<file path="src/assert_macros.svh">
// Assertion helpers shared by the RTL. Clock and reset are taken from the
// scope of the module that expands the macro (clk, rst_n).
`ifndef ASSERT_MACROS_SVH
`define ASSERT_MACROS_SVH

// prop must hold at every edge out of reset
`define ASSERT_ALWAYS(lbl, prop, msg) \
  lbl: assert property (@(posedge clk) disable iff (!rst_n) prop) else $error(msg);

// prop must never hold out of reset
`define ASSERT_NEVER(lbl, prop, msg) \
  lbl: assert property (@(posedge clk) disable iff (!rst_n) !(prop)) else $error(msg);

`endif

</file>
<file path="src/ifr_pkg.sv">
// ----------------------------------------------------------------------------
// ifr_pkg
// Shared widths, status codes and constants of the fourth-root checker.
// ----------------------------------------------------------------------------
`default_nettype none

package ifr_pkg;

  localparam int VALUE_WIDTH = 128;
  localparam int WORD_W      = 64;
  localparam int GUESS_W     = 31;
  localparam int ROOT_W      = 31;
  localparam int STATUS_W    = 2;
  localparam int ITER_W      = 8;
  localparam int X_W         = 32;
  localparam int WIDE_W      = 2 * WORD_W;

  localparam logic [WIDE_W-1:0] VALUE_MASK = {WIDE_W{1'b1}} >> (WIDE_W - VALUE_WIDTH);
  localparam logic [ITER_W-1:0] ITER_LIMIT_RST = ITER_W'(100);

  localparam logic [STATUS_W-1:0] ST_EXACT     = 2'd0;
  localparam logic [STATUS_W-1:0] ST_NOT_POWER = 2'd1;
  localparam logic [STATUS_W-1:0] ST_NO_CONV   = 2'd2;
  localparam logic [STATUS_W-1:0] ST_ZERO      = 2'd3;

endpackage

`default_nettype wire

</file>
<file path="src/ifr_in_if.sv">
// ----------------------------------------------------------------------------
// ifr_in_if
// Input channel: 128-bit value as two words plus the starting estimate.
// ----------------------------------------------------------------------------
`default_nettype none

interface ifr_in_if import ifr_pkg::*; ();
  logic               valid;
  logic               ready;
  logic [WORD_W-1:0]  value_high;
  logic [WORD_W-1:0]  value_low;
  logic [GUESS_W-1:0] guess;

  modport source (output valid, output value_high, output value_low, output guess,
                  input ready);
  modport sink   (input valid, input value_high, input value_low, input guess,
                  output ready);
endinterface

`default_nettype wire

</file>
<file path="src/ifr_out_if.sv">
// ----------------------------------------------------------------------------
// ifr_out_if
// Result channel: root and status.
// ----------------------------------------------------------------------------
`default_nettype none

interface ifr_out_if import ifr_pkg::*; ();
  logic                valid;
  logic                ready;
  logic [ROOT_W-1:0]   root;
  logic [STATUS_W-1:0] status;

  modport source (output valid, output root, output status, input ready);
  modport sink   (input valid, input root, input status, output ready);
endinterface

`default_nettype wire

</file>
<file path="src/ifr_mul.sv">
// ----------------------------------------------------------------------------
// ifr_mul
// Bit-serial shift-add multiplier: wide operand times 32-bit operand,
// one multiplier bit per cycle, stops early when the remaining bits are zero.
// ----------------------------------------------------------------------------
`default_nettype none

module ifr_mul import ifr_pkg::*; (
  input  wire logic              clk,
  input  wire logic              rst_n,
  input  wire logic              start,
  input  wire logic [WIDE_W-1:0] a,
  input  wire logic [X_W-1:0]    b,
  output logic                   done,
  output logic [WIDE_W-1:0]      prod
);

  logic              busy_r;
  logic              done_r;
  logic [WIDE_W-1:0] acc_r;
  logic [WIDE_W-1:0] a_r;
  logic [X_W-1:0]    b_r;

  always_ff @(posedge clk) begin
    if (!rst_n) begin
      busy_r <= 1'b0;
      done_r <= 1'b0;
    end else begin
      done_r <= 1'b0;
      if (start) begin
        busy_r <= 1'b1;
        acc_r  <= '0;
        a_r    <= a;
        b_r    <= b;
      end else if (busy_r) begin
        if (b_r == '0) begin
          busy_r <= 1'b0;
          done_r <= 1'b1;
        end else begin
          if (b_r[0]) acc_r <= acc_r + a_r;
          a_r <= {a_r[WIDE_W-2:0], 1'b0};
          b_r <= {1'b0, b_r[X_W-1:1]};
        end
      end
    end
  end

  assign done = done_r;
  assign prod = acc_r;

endmodule

`default_nettype wire

</file>
<file path="src/ifr_div.sv">
// ----------------------------------------------------------------------------
// ifr_div
// Restoring divider, one quotient bit per cycle over the 128-bit numerator.
// Only the low 32 quotient bits are kept.
// ----------------------------------------------------------------------------
`default_nettype none

module ifr_div import ifr_pkg::*; (
  input  wire logic              clk,
  input  wire logic              rst_n,
  input  wire logic              start,
  input  wire logic [WIDE_W-1:0] num,
  input  wire logic [WIDE_W-1:0] den,
  output logic                   done,
  output logic [X_W-1:0]         quo
);

  localparam int CNT_W = $clog2(WIDE_W);

  logic              busy_r;
  logic              done_r;
  logic [CNT_W-1:0]  cnt_r;
  logic [WIDE_W-1:0] rem_r;
  logic [WIDE_W-1:0] num_r;
  logic [WIDE_W-1:0] den_r;
  logic [X_W-1:0]    quo_r;
  logic [WIDE_W-1:0] shifted;
  logic              fits;

  assign shifted = {rem_r[WIDE_W-2:0], num_r[WIDE_W-1]};
  assign fits    = (shifted >= den_r);

  always_ff @(posedge clk) begin
    if (!rst_n) begin
      busy_r <= 1'b0;
      done_r <= 1'b0;
    end else begin
      done_r <= 1'b0;
      if (start) begin
        busy_r <= 1'b1;
        cnt_r  <= '0;
        rem_r  <= '0;
        num_r  <= num;
        den_r  <= den;
        quo_r  <= '0;
      end else if (busy_r) begin
        rem_r <= fits ? (shifted - den_r) : shifted;
        quo_r <= {quo_r[X_W-2:0], fits};
        num_r <= {num_r[WIDE_W-2:0], 1'b0};
        cnt_r <= cnt_r + 1'b1;
        if (cnt_r == {CNT_W{1'b1}}) begin
          busy_r <= 1'b0;
          done_r <= 1'b1;
        end
      end
    end
  end

  assign done = done_r;
  assign quo  = quo_r;

endmodule

`default_nettype wire

</file>
<file path="src/integer_fourth_root_check.sv">
// Sequencing: each Newton step runs three serial multiplies (x^2, x^3, x^4),
//   the difference and the divide; steps repeat up to iteration_limit, and the
//   root test then tries up to three candidates of three multiplies each.
// Throughput: one item at a time; the next beat is taken once the sequencer
//   is back in idle, while a finished result may still wait at the output.
// Reset: synchronous, active low; iteration_limit returns to 100.
// ----------------------------------------------------------------------------
// integer_fourth_root_check
// Newton search for an exact integer fourth root, built on a bit-serial
// multiplier and a bit-serial divider under one sequencer.
// ----------------------------------------------------------------------------
`default_nettype none

`include "assert_macros.svh"

module integer_fourth_root_check import ifr_pkg::*; (
  input  wire logic              clk,
  input  wire logic              rst_n,
  input  wire logic              cfg_we,
  input  wire logic [ITER_W-1:0] cfg_wdata,
  ifr_in_if.sink                 in_ch,
  ifr_out_if.source              out_ch
);

  typedef enum logic [3:0] {
    S_IDLE, S_STEP, S_MUL_WAIT, S_DIFF, S_NUM, S_DIV_WAIT, S_ROOT_SEL, S_FINISH
  } state_t;

  localparam logic [1:0] CAND_SAME = 2'd0;
  localparam logic [1:0] CAND_UP   = 2'd1;
  localparam logic [1:0] CAND_DOWN = 2'd2;
  localparam logic [1:0] CAND_NONE = 2'd3;

  state_t              state_r;
  logic [ITER_W-1:0]   limit_r;
  logic [ITER_W-1:0]   it_r;
  logic [WIDE_W-1:0]   y_r;
  logic [X_W-1:0]      x_r;
  logic [X_W-1:0]      mag_r;
  logic [WIDE_W-1:0]   m3_r;
  logic [WIDE_W-1:0]   m4_r;
  logic [WIDE_W:0]     diff_r;
  logic [WIDE_W-1:0]   num_r;
  logic [1:0]          mul_n_r;
  logic                root_mode_r;
  logic [1:0]          cand_r;
  logic [ROOT_W-1:0]   res_root_r;
  logic [STATUS_W-1:0] res_status_r;
  logic                out_valid_r;
  logic [ROOT_W-1:0]   out_root_r;
  logic [STATUS_W-1:0] out_status_r;

  logic              mul_start_r;
  logic [WIDE_W-1:0] mul_a_r;
  logic              mul_done;
  logic [WIDE_W-1:0] mul_prod;
  logic              div_start_r;
  logic              div_done;
  logic [X_W-1:0]    div_quo;

  logic [X_W-1:0] x_mag;
  logic [X_W-1:0] q_signed;
  logic [X_W-1:0] x_nxt;
  logic [X_W-1:0] cand_off;
  logic [X_W-1:0] cand;

  assign x_mag    = x_r[X_W-1] ? (~x_r + 1'b1) : x_r;
  assign q_signed = (diff_r[WIDE_W] ^ x_r[X_W-1]) ? (~div_quo + 1'b1) : div_quo;
  assign x_nxt    = x_r + q_signed;

  always_comb begin
    case (cand_r)
      CAND_UP:   cand_off = X_W'(1);
      CAND_DOWN: cand_off = {X_W{1'b1}};
      default:   cand_off = '0;
    endcase
  end
  assign cand = x_r + cand_off;

  ifr_mul u_mul (
    .clk   (clk),
    .rst_n (rst_n),
    .start (mul_start_r),
    .a     (mul_a_r),
    .b     (mag_r),
    .done  (mul_done),
    .prod  (mul_prod)
  );

  ifr_div u_div (
    .clk   (clk),
    .rst_n (rst_n),
    .start (div_start_r),
    .num   (num_r),
    .den   ({m3_r[WIDE_W-3:0], 2'b00}),
    .done  (div_done),
    .quo   (div_quo)
  );

  always_ff @(posedge clk) begin
    if (!rst_n) begin
      state_r     <= S_IDLE;
      limit_r     <= ITER_LIMIT_RST;
      out_valid_r <= 1'b0;
      mul_start_r <= 1'b0;
      div_start_r <= 1'b0;
    end else begin
      mul_start_r <= 1'b0;
      div_start_r <= 1'b0;
      if (cfg_we) limit_r <= cfg_wdata;
      if (out_valid_r && out_ch.ready && state_r != S_FINISH) out_valid_r <= 1'b0;

      unique case (state_r)
        S_IDLE: begin
          if (in_ch.valid) begin
            y_r  <= {in_ch.value_high, in_ch.value_low} & VALUE_MASK;
            x_r  <= {1'b0, in_ch.guess};
            it_r <= '0;
            if (in_ch.guess == '0) begin
              res_root_r   <= '0;
              res_status_r <= ST_ZERO;
              state_r      <= S_FINISH;
            end else begin
              state_r <= S_STEP;
            end
          end
        end
        S_STEP: begin
          if (it_r == limit_r) begin
            res_root_r   <= '0;
            res_status_r <= ST_NO_CONV;
            state_r      <= S_FINISH;
          end else if (x_r == '0) begin
            res_root_r   <= '0;
            res_status_r <= ST_ZERO;
            state_r      <= S_FINISH;
          end else begin
            mag_r       <= x_mag;
            mul_a_r     <= WIDE_W'(x_mag);
            mul_start_r <= 1'b1;
            mul_n_r     <= 2'd0;
            root_mode_r <= 1'b0;
            state_r     <= S_MUL_WAIT;
          end
        end
        S_MUL_WAIT: begin
          // chain of three multiplies by mag: m^2, m^3, m^4
          if (mul_done) begin
            if (mul_n_r != 2'd2) begin
              if (mul_n_r == 2'd1) m3_r <= mul_prod;
              mul_a_r     <= mul_prod;
              mul_start_r <= 1'b1;
              mul_n_r     <= mul_n_r + 1'b1;
            end else if (root_mode_r) begin
              if (mul_prod == y_r) begin
                res_root_r   <= cand[ROOT_W-1:0];
                res_status_r <= ST_EXACT;
                state_r      <= S_FINISH;
              end else begin
                cand_r  <= cand_r + 1'b1;
                state_r <= S_ROOT_SEL;
              end
            end else begin
              m4_r    <= mul_prod;
              state_r <= S_DIFF;
            end
          end
        end
        S_DIFF: begin
          // top bit set means y < x^4; the step sign is this bit XOR the sign of x
          diff_r  <= {1'b0, y_r} - {1'b0, m4_r};
          state_r <= S_NUM;
        end
        S_NUM: begin
          num_r       <= diff_r[WIDE_W] ? (~diff_r[WIDE_W-1:0] + 1'b1)
                                        : diff_r[WIDE_W-1:0];
          div_start_r <= 1'b1;
          state_r     <= S_DIV_WAIT;
        end
        S_DIV_WAIT: begin
          if (div_done) begin
            if (x_nxt == x_r) begin
              cand_r  <= CAND_SAME;
              state_r <= S_ROOT_SEL;
            end else begin
              x_r     <= x_nxt;
              it_r    <= it_r + 1'b1;
              state_r <= S_STEP;
            end
          end
        end
        S_ROOT_SEL: begin
          if (cand_r == CAND_NONE) begin
            res_root_r   <= '0;
            res_status_r <= ST_NOT_POWER;
            state_r      <= S_FINISH;
          end else if (cand[X_W-1]) begin
            cand_r <= cand_r + 1'b1;   // negative candidate never matches
          end else begin
            mag_r       <= cand;
            mul_a_r     <= WIDE_W'(cand);
            mul_start_r <= 1'b1;
            mul_n_r     <= 2'd0;
            root_mode_r <= 1'b1;
            state_r     <= S_MUL_WAIT;
          end
        end
        S_FINISH: begin
          if (!out_valid_r || out_ch.ready) begin
            out_valid_r  <= 1'b1;
            out_root_r   <= res_root_r;
            out_status_r <= res_status_r;
            state_r      <= S_IDLE;
          end
        end
        default: state_r <= S_IDLE;
      endcase
    end
  end

  assign in_ch.ready   = (state_r == S_IDLE);
  assign out_ch.valid  = out_valid_r;
  assign out_ch.root   = out_root_r;
  assign out_ch.status = out_status_r;

  `ASSERT_ALWAYS(a_root_zero_on_fail,
    (out_valid_r && out_status_r != ST_EXACT) |-> (out_root_r == '0),
    "nonzero root with failing status")
  `ASSERT_ALWAYS(a_mul_done_expected, mul_done |-> (state_r == S_MUL_WAIT),
    "multiplier finished outside its wait state")
  `ASSERT_ALWAYS(a_div_done_expected, div_done |-> (state_r == S_DIV_WAIT),
    "divider finished outside its wait state")
  `ASSERT_NEVER(a_no_double_start, mul_start_r && div_start_r,
    "multiplier and divider started together")

endmodule

`default_nettype wire
</file>
<file path="src/flat_wrapper.sv">
// flat-port wrapper written by rule: the top's interface ports become plain ports
module integer_fourth_root_check_flat import ifr_pkg::*;
  (clk, rst_n, cfg_we, cfg_wdata, in_ch_valid, in_ch_value_high, in_ch_value_low, in_ch_guess, in_ch_ready, out_ch_valid, out_ch_root, out_ch_status, out_ch_ready);
  ifr_in_if in_ch_i ();
  ifr_out_if out_ch_i ();
  input  wire logic clk;
  input  wire logic rst_n;
  input  wire logic cfg_we;
  input  wire logic [ITER_W-1:0] cfg_wdata;
  input wire logic [$bits(in_ch_i.valid)-1:0] in_ch_valid;
  input wire logic [$bits(in_ch_i.value_high)-1:0] in_ch_value_high;
  input wire logic [$bits(in_ch_i.value_low)-1:0] in_ch_value_low;
  input wire logic [$bits(in_ch_i.guess)-1:0] in_ch_guess;
  output wire logic [$bits(in_ch_i.ready)-1:0] in_ch_ready;
  output wire logic [$bits(out_ch_i.valid)-1:0] out_ch_valid;
  output wire logic [$bits(out_ch_i.root)-1:0] out_ch_root;
  output wire logic [$bits(out_ch_i.status)-1:0] out_ch_status;
  input wire logic [$bits(out_ch_i.ready)-1:0] out_ch_ready;
  assign in_ch_i.valid = in_ch_valid;
  assign in_ch_i.value_high = in_ch_value_high;
  assign in_ch_i.value_low = in_ch_value_low;
  assign in_ch_i.guess = in_ch_guess;
  assign in_ch_ready = in_ch_i.ready;
  assign out_ch_valid = out_ch_i.valid;
  assign out_ch_root = out_ch_i.root;
  assign out_ch_status = out_ch_i.status;
  assign out_ch_i.ready = out_ch_ready;
  integer_fourth_root_check u_core (.clk(clk), .rst_n(rst_n), .cfg_we(cfg_we), .cfg_wdata(cfg_wdata), .in_ch(in_ch_i), .out_ch(out_ch_i));
endmodule
</file>
<file path="config.mk">
export PLATFORM = sky130hd
export DESIGN_NAME = integer_fourth_root_check_flat
export DESIGN_NICKNAME = d
export VERILOG_FILES = /design/src/ifr_pkg.sv /design/src/ifr_in_if.sv /design/src/ifr_out_if.sv /design/src/ifr_mul.sv /design/src/ifr_div.sv /design/src/integer_fourth_root_check.sv /design/src/flat_wrapper.sv
export VERILOG_INCLUDE_DIRS = /design/src /design/src/src
export SDC_FILE = /design/constraint.sdc
export NUM_CORES = 2
export LEC_CHECK = 0
export BUFFER_PORTS_ARGS = -buffer_cell sky130_fd_sc_hd__clkbuf_2
export CELL_PAD_IN_SITES_DETAIL_PLACEMENT = 0
export CELL_PAD_IN_SITES_GLOBAL_PLACEMENT = 1
export CORE_MARGIN = 5
export CORE_UTILIZATION = 52
export DETAILED_ROUTE_END_ITERATION = 8
export GPL_ROUTABILITY_DRIVEN = 0
export HOLD_SLACK_MARGIN = 0.15
export PLACE_DENSITY_LB_ADDON = 0.1
export SYNTH_ARGS = -nofsm -noshare
export SYNTH_HDL_FRONTEND = slang
export SYNTH_SLANG_ARGS = --single-unit
</file>
<file path="constraint.sdc">
create_clock -name clk -period 29.2 [get_ports clk]
set_input_delay 4.38 -clock clk [delete_from_list [all_inputs] [get_ports clk]]
set_output_delay 4.38 -clock clk [all_outputs]
set_load 0.01 [all_outputs]
</file>
# == After elaboration in Yosys (flattened, before gate mapping) ==
# Index checks and enable logic that the tools add are counted.
# op_classes
n_reduce_logical,34
eq_ne,38
addsub,12
order_cmp,1
n_mux,113
bitwise_logic,9
# op_table
operator,count
$mux W128,15
$mux W32,13
$pmux W128 S3,1
$mux W31,9
$mux W127,2
$pmux W32 S2,3
$sub A128 B128 Y129,1
$add A128 B1 Y128 const B,1
$add A128 B128 Y128,1
$eq A128 B128 Y1,1
$ge A128 B128 Y1,1
$not A128 Y128,1
$sub A127 B127 Y127,1
$pmux W31 S4,1
$add A32 B1 Y32 const B,2
$add A32 B32 Y32,2
$logic_not A32 Y1,2
$not A32 Y32,2
$mux W2,23
$eq A32 B32 Y1,1
$mux W4,8
$pmux W4 S8,1
$logic_not A31 Y1,1
$mux W8,3
40 further kinds,111
# word_totals
regBits,1637
elab_cells,240
input_bits,172

# == Depth between registers and ports, before layout ==
# depth
depth_word,8
mapped_depth,23
depth_no_buf,21

# == Modules after synthesis ==
# From an unflattened synthesis, not the netlist that was laid out.
# unflattened
cells_unflattened,8644
hier_area_um2,94066.5
# by_module_without_submodules
mod,cells_per_inst,area_per_inst_um2,instances,seq_area_each_um2
integer_fourth_root_check,4175,48627.9,1,27606.5
ifr_div,2435,25325.5,1,12712.2
ifr_mul,2034,20113.0,1,8688.3

# == Worst setup path before layout ==
# No wires, ideal clock.
# synth_path
kind,in2reg
from,in rst_n
to,"reg u_core.mul_a_r[0], enable pin"
path_slack_ns,3.227
setup_ns,1.308
arrival_time_ns,24.665
n_path_buf,0
path_stages,2
path_cell_list,clkinv_1 -> a2111oi_0
# synth_between
elab_chain_len,1
# synth_lines
item,line_no,source
"start, declared",flat_wrapper.sv:7,input wire logic rst_n;
$reduce_and A8 Y1 (no source line),--,
"end signal, assigned",integer_fourth_root_check.sv:139,mul_a_r <= WIDE_W'(x_mag);
"end signal, assigned",integer_fourth_root_check.sv:151,mul_a_r <= mul_prod;
"end signal, assigned",integer_fourth_root_check.sv:201,mul_a_r <= WIDE_W'(cand);
"end, declared",integer_fourth_root_check.sv:54,logic [WIDE_W-1:0] mul_a_r;
# No other way between the ends.
# A chain may end at the register's enable or synchronous reset.

# == Worst setup path in the final report ==
# layout_path
from,reg u_core.u_div.quo_r[7] (netlist: u_core.u_div.quo[7])
to,"reg u_core.x_r[28], enable pin"
# layout_between
elab_chain_len,7
# layout_lines
item,line_no,source
"start, declared",ifr_div.sv:26,logic [X_W-1:0] quo_r;
"start signal, assigned",ifr_div.sv:48,"quo_r <= {quo_r[X_W-2:0], fits};"
$not A32 Y32,integer_fourth_root_check.sv:68,assign q_signed = (diff_r[WIDE_W] ^ x_r[X_W-1]) ? (~div_quo + 1'b1) : div_quo;
$add A32 B1 Y32,integer_fourth_root_check.sv:68,
$mux W32 (*),integer_fourth_root_check.sv:68,
$add A32 B32 Y32 (*),integer_fourth_root_check.sv:69,assign x_nxt = x_r + q_signed;
$eq A32 B32 Y1 (*),integer_fourth_root_check.sv:182,if (x_nxt == x_r) begin
$ne A2 B2 Y1 (no source line) (*),--,
$reduce_and A5 Y1 (no source line) (*),--,
"end signal, assigned",integer_fourth_root_check.sv:117,"x_r <= {1'b0, in_ch.guess};"
"end signal, assigned",integer_fourth_root_check.sv:186,x_r <= x_nxt;
"end, declared",integer_fourth_root_check.sv:38,logic [X_W-1:0] x_r;
# Every way passes the cells marked *; elsewhere a longest branch is shown, timed or not.

==> impl_metrics.py <==
metrics = {
    "floorplanning": {
        "coreArea_um2": 176000,
        "initial_utilization_pct": 52.3,
        "rows": 154,
        "ios": 207,
        "die-area_um2": 186000,
        "fp.dieW_um": 431,
        "die_h_um": 431,
    },
    "synth": {
        "synth_area_leaders": "edfxtp_1 53%, ha_1 6.3%, xnor2_1 4.6%",
        "synthAdderAreaFrac_pct": 6.36,
        "synth_top_area_share_pct": 52.8,
        "synth_most_common_cell": "edfxtp_1",
        "syn_area_um2": 92100,
        "synth_mux_area_share_pct": 4.99,
        "ys_ff_latch": 1636,
        "syn_inst": 8177,
        "synthDistinctLibCells": 89,
        "synth-xor-area-share_pct": 7.41,
        "synth_edf_count": 1618,
        "synthTopCellsByCount": "1618 x edfxtp_1, 633 x nor2_1, 622 x a21oi_1",
        "syn_area_per_cell_um2": 11.3,
        "synth_top_family_by_area": "compound AO/OA/AOI/OAI gates",
        "mappedNetlistNets": 8814,
        "synthFlopType": "edfxtp_1",
        "synth_compound_area_share_pct": 13.7,
        "yosys_warnings": 0,
        "synth-simple-area-share_pct": 11.1,
        "yosysTopAreaCell": "edfxtp_1",
        "async_flop_share_pct": 0,
        "synth_seq_area_share_pct": 53.2,
    },
    "critical_path": {
        "ff2ff_setup_slack_ps": 21620,
        "cp-startpoint": "u_core.u_div.quo[7]$_SDFFCE_PP0P_",
        "cp.required_ps": 29700,
        "r2r-start": "u_core.u_div.quo[7]$_SDFFCE_PP0P_",
        "r2r_cells": 20,
        "worst_setup_path_end_kind": "register",
        "crit_top_cell": "a21oi_1",
        "cpPeakStageDelay_ps": 730,
        "worstSetupStartpointType": "register",
        "path_max_fanout": 40,
        "setup.worst_path.class": "reg -> reg",
        "reg2reg_to": "u_core.x_r[28]$_DFFE_PP_",
        "cp.arrival_ps": 8080,
        "path_cells": "or4_1, nor4_1, nand3b_1, nor3_1, a21oi_1, xor2_1, ha_1, and2_1, a221o_1, a21oi_1, a21oi_1, o311ai_0, xnor2_1, a2111oi_0, nand4_1, nor4_1, buf_4, a21oi_1, a31o_2, buf_4",
        "slowest_stage": "nor4_1",
        "setup.worst_path.end": "u_core.x_r[28]$_DFFE_PP_",
    },
    "sta": {
        "period_needed_ps": 7580,
        "period_share_pct": 26.0,
        "hold_ws_ps": 406,
        "slew_headroom_pct": 0.682,
        "setup_viol": 0,
        "worst_pin_slew_ps": 1490,
        "skew_ps": 49.1,
        "maxSlewViolCount": 0,
        "fmax_mhz": 132,
        "setup-tns-final_ps": 0,
        "finalHoldViolCount": 0,
        "grt_setup_unrepaired": "false",
    },
    "cts": {
        "h-tree-depth": 4,
        "cts.sinks": 1636,
        "postCtsHoldBufs": 0,
        "cts_buffer_depth": 3,
        "cts_tree": "done",
        "cts_root_buf": "clkbuf_16",
        "clk_pin_slew_worst_paths_ps": 60,
        "cts.repair.resized": 0,
        "cts_buffers": 176,
        "clk-insertion-delay-late_ps": 860,
        "postCtsSetupBuffers": 0,
    },
    "layout": {
        "nFillCells": 14840,
        "drive_above_1_share_pct": 11.3,
        "utilization_pct": 57.6,
        "multi_input_area_um2": 40200,
        "fin_area_um2": 101000,
        "nets": 8942,
        "area_delta_synth_final_pct": 10.2,
        "regArea_um2": 49000,
    },
    "run": {
        "maxCapViolCount": 0,
    },
    "pwr": {
        "p_int_w": 0.00516,
        "p_leak_nw": 38.1,
        "sw_frac_of_total_pct": 34.3,
        "pwr-share-comb_pct": 29.8,
        "power_per_cell_area_nw_per_um2": 77.4,
        "p_sw_w": 0.00269,
        "p_clk_share_pct": 28.5,
        "ir_drop_mv": 0.0612,
        "seqPwrFrac_pct": 41.7,
    },
    "routing": {
        "drtIter0Drc": 7341,
        "ant_nets": 0,
        "route.detailed.drc": 0,
        "vias": 66950,
        "avgRoutedWirePerCell_um": 26.5,
        "viasPerCell": 6.20,
        "wl_um": 286000,
        "dr.pass1.iters": 6,
    },
    "grt": {
        "grt_max_degree": 162,
        "grt_usage_pct": 30.0,
        "grt_pass1_vias": 63506,
        "overflow": 0,
        "grt_pass1_wl_um": 416000,
        "antenna_found_initial": 25,
    },
    "placement": {
        "portBuffers": 206,
        "dp_hpwl_um": 218000,
        "dpl_cell_area_um2": 95600,
    },
    "outcome": {
        "outcome": "complete, no violations",
    },
    "min_path": {
        "hold_depth": 0,
        "min_path_type": "reg -> reg",
    },
}
## placed cells by master, fill, tap and decap left out, types with 98 or more instances in the layout
cell	n
edfxtp_1	1618
clkbuf_16	176
ha_1	460
a21o_1	286
nand2_1	507
xor2_1	276
mux2i_1	130
a21oi_1	621
o21bai_1	98
nor2_1	631
xnor2_1	481
inv_1	422
buf_4	103
clkbuf_2	206
and3_1	137
nand3_1	104
mux2_2	292
nand4_1	193
nor3_1	109
o21ai_0	415
## registers in the layout (all words and copies together), names as in the netlist, 127 cells and up
| name | cells |
|---|---|
| u_core.diff_r | 129 |
| u_core.m4_r | 128 |
| u_core.mul_a_r | 128 |
| u_core.num_r | 128 |
| u_core.u_div.num_r | 128 |
| u_core.u_div.rem_r | 127 |
| u_core.u_mul.a_r | 128 |
| u_core.u_mul.prod | 128 |
| u_core.y_r | 128 |
## per-layer routing
metal | global-route usage (%) | wire [um] | vias to the layer above | share of wire, %
met3 | 5.78 | 22600 | 626 | 7.9
met1 | 42.1 | 122000 | 32895 | 43
met5 | 0 | 32 | - | 0.011
met2 | 44.4 | 123000 | 2718 | 43
li1 | - | - | 30707 | -
met4 | 16.0 | 18300 | 4 | 6.4
## worst max-delay path: cells and delay by family, from the launching register on
kind	cells	cell delay [ps]
adder cells (fa/ha/maj)	1	360
AND/OR/NAND/NOR	7	2870
AO/OA/AOI/OAI	8	2510
XOR/XNOR	2	430
flip-flops	1	480
buffers and inverters	2	550
## layout make-up
| type | count | area share [%] |
|---|---|---|
| diodes | 9 | 0.0222 |
| clock buffers | 207 | 4.46 |
| clock inverters | 124 | 1.26 |
| inverters | 426 | 1.58 |
| multi-input cells | 5750 | 39.7 |
| flip-flops and latches | 1636 | 48.2 |
| well taps | 2340 | 2.89 |
| repair buffers | 315 | 1.90 |
## per-stage QoR
step | power (W) | instances | worst slack (ps)
after floorplan | 0.00493 | 8177 | 3230
after global placement | 0.00558 | 10467 | 21110
after detailed placement | 0.00561 | 10467 | 21000
after CTS | 0.00786 | 10798 | 21880
after global routing | 0.00821 | 10801 | 21230
final | 0.00786 | 10807 | 21620
## logic make-up after synthesis
kind of cell,Yosys count
AOI/OAI and AO/OA,1994
adders and majority gates,465
DFF,1636
muxes,422
and+or+nand+nor,2103
xor gates and xnor gates,766
buffers and inverters,791
## power by group through the flow
stage / registers, W / logic [W] / clock network [W]
floorplan: 0.00328 / 0.00165 / 0
global placement: 0.00331 / 0.00227 / 0
detailed placement: 0.00331 / 0.00230 / 0
CTS: 0.00327 / 0.00232 / 0.00228
global route: 0.00328 / 0.00255 / 0.00238
finish: 0.00328 / 0.00234 / 0.00224
## how the worst min path moves through the flow
stage | from | end
global route | u_core.res_root_r[8]$_SDFFCE_PN0P_ | u_core.out_ch.root[8]$_DFFE_PP_
detailed placement | u_core.m3_r[100]$_DFFE_PP_ | u_core.u_div.den_r[102]$_DFFE_PP_
floorplan | u_core.res_root_r[0]$_SDFFCE_PN0P_ | u_core.out_ch.root[0]$_DFFE_PP_
global placement | u_core.res_root_r[12]$_SDFFCE_PN0P_ | u_core.out_ch.root[12]$_DFFE_PP_
CTS | u_core.res_root_r[12]$_SDFFCE_PN0P_ | u_core.out_ch.root[12]$_DFFE_PP_
finish | u_core.m3_r[115]$_DFFE_PP_ | u_core.u_div.den_r[117]$_DFFE_PP_
(Power assumes the default switching activity.)
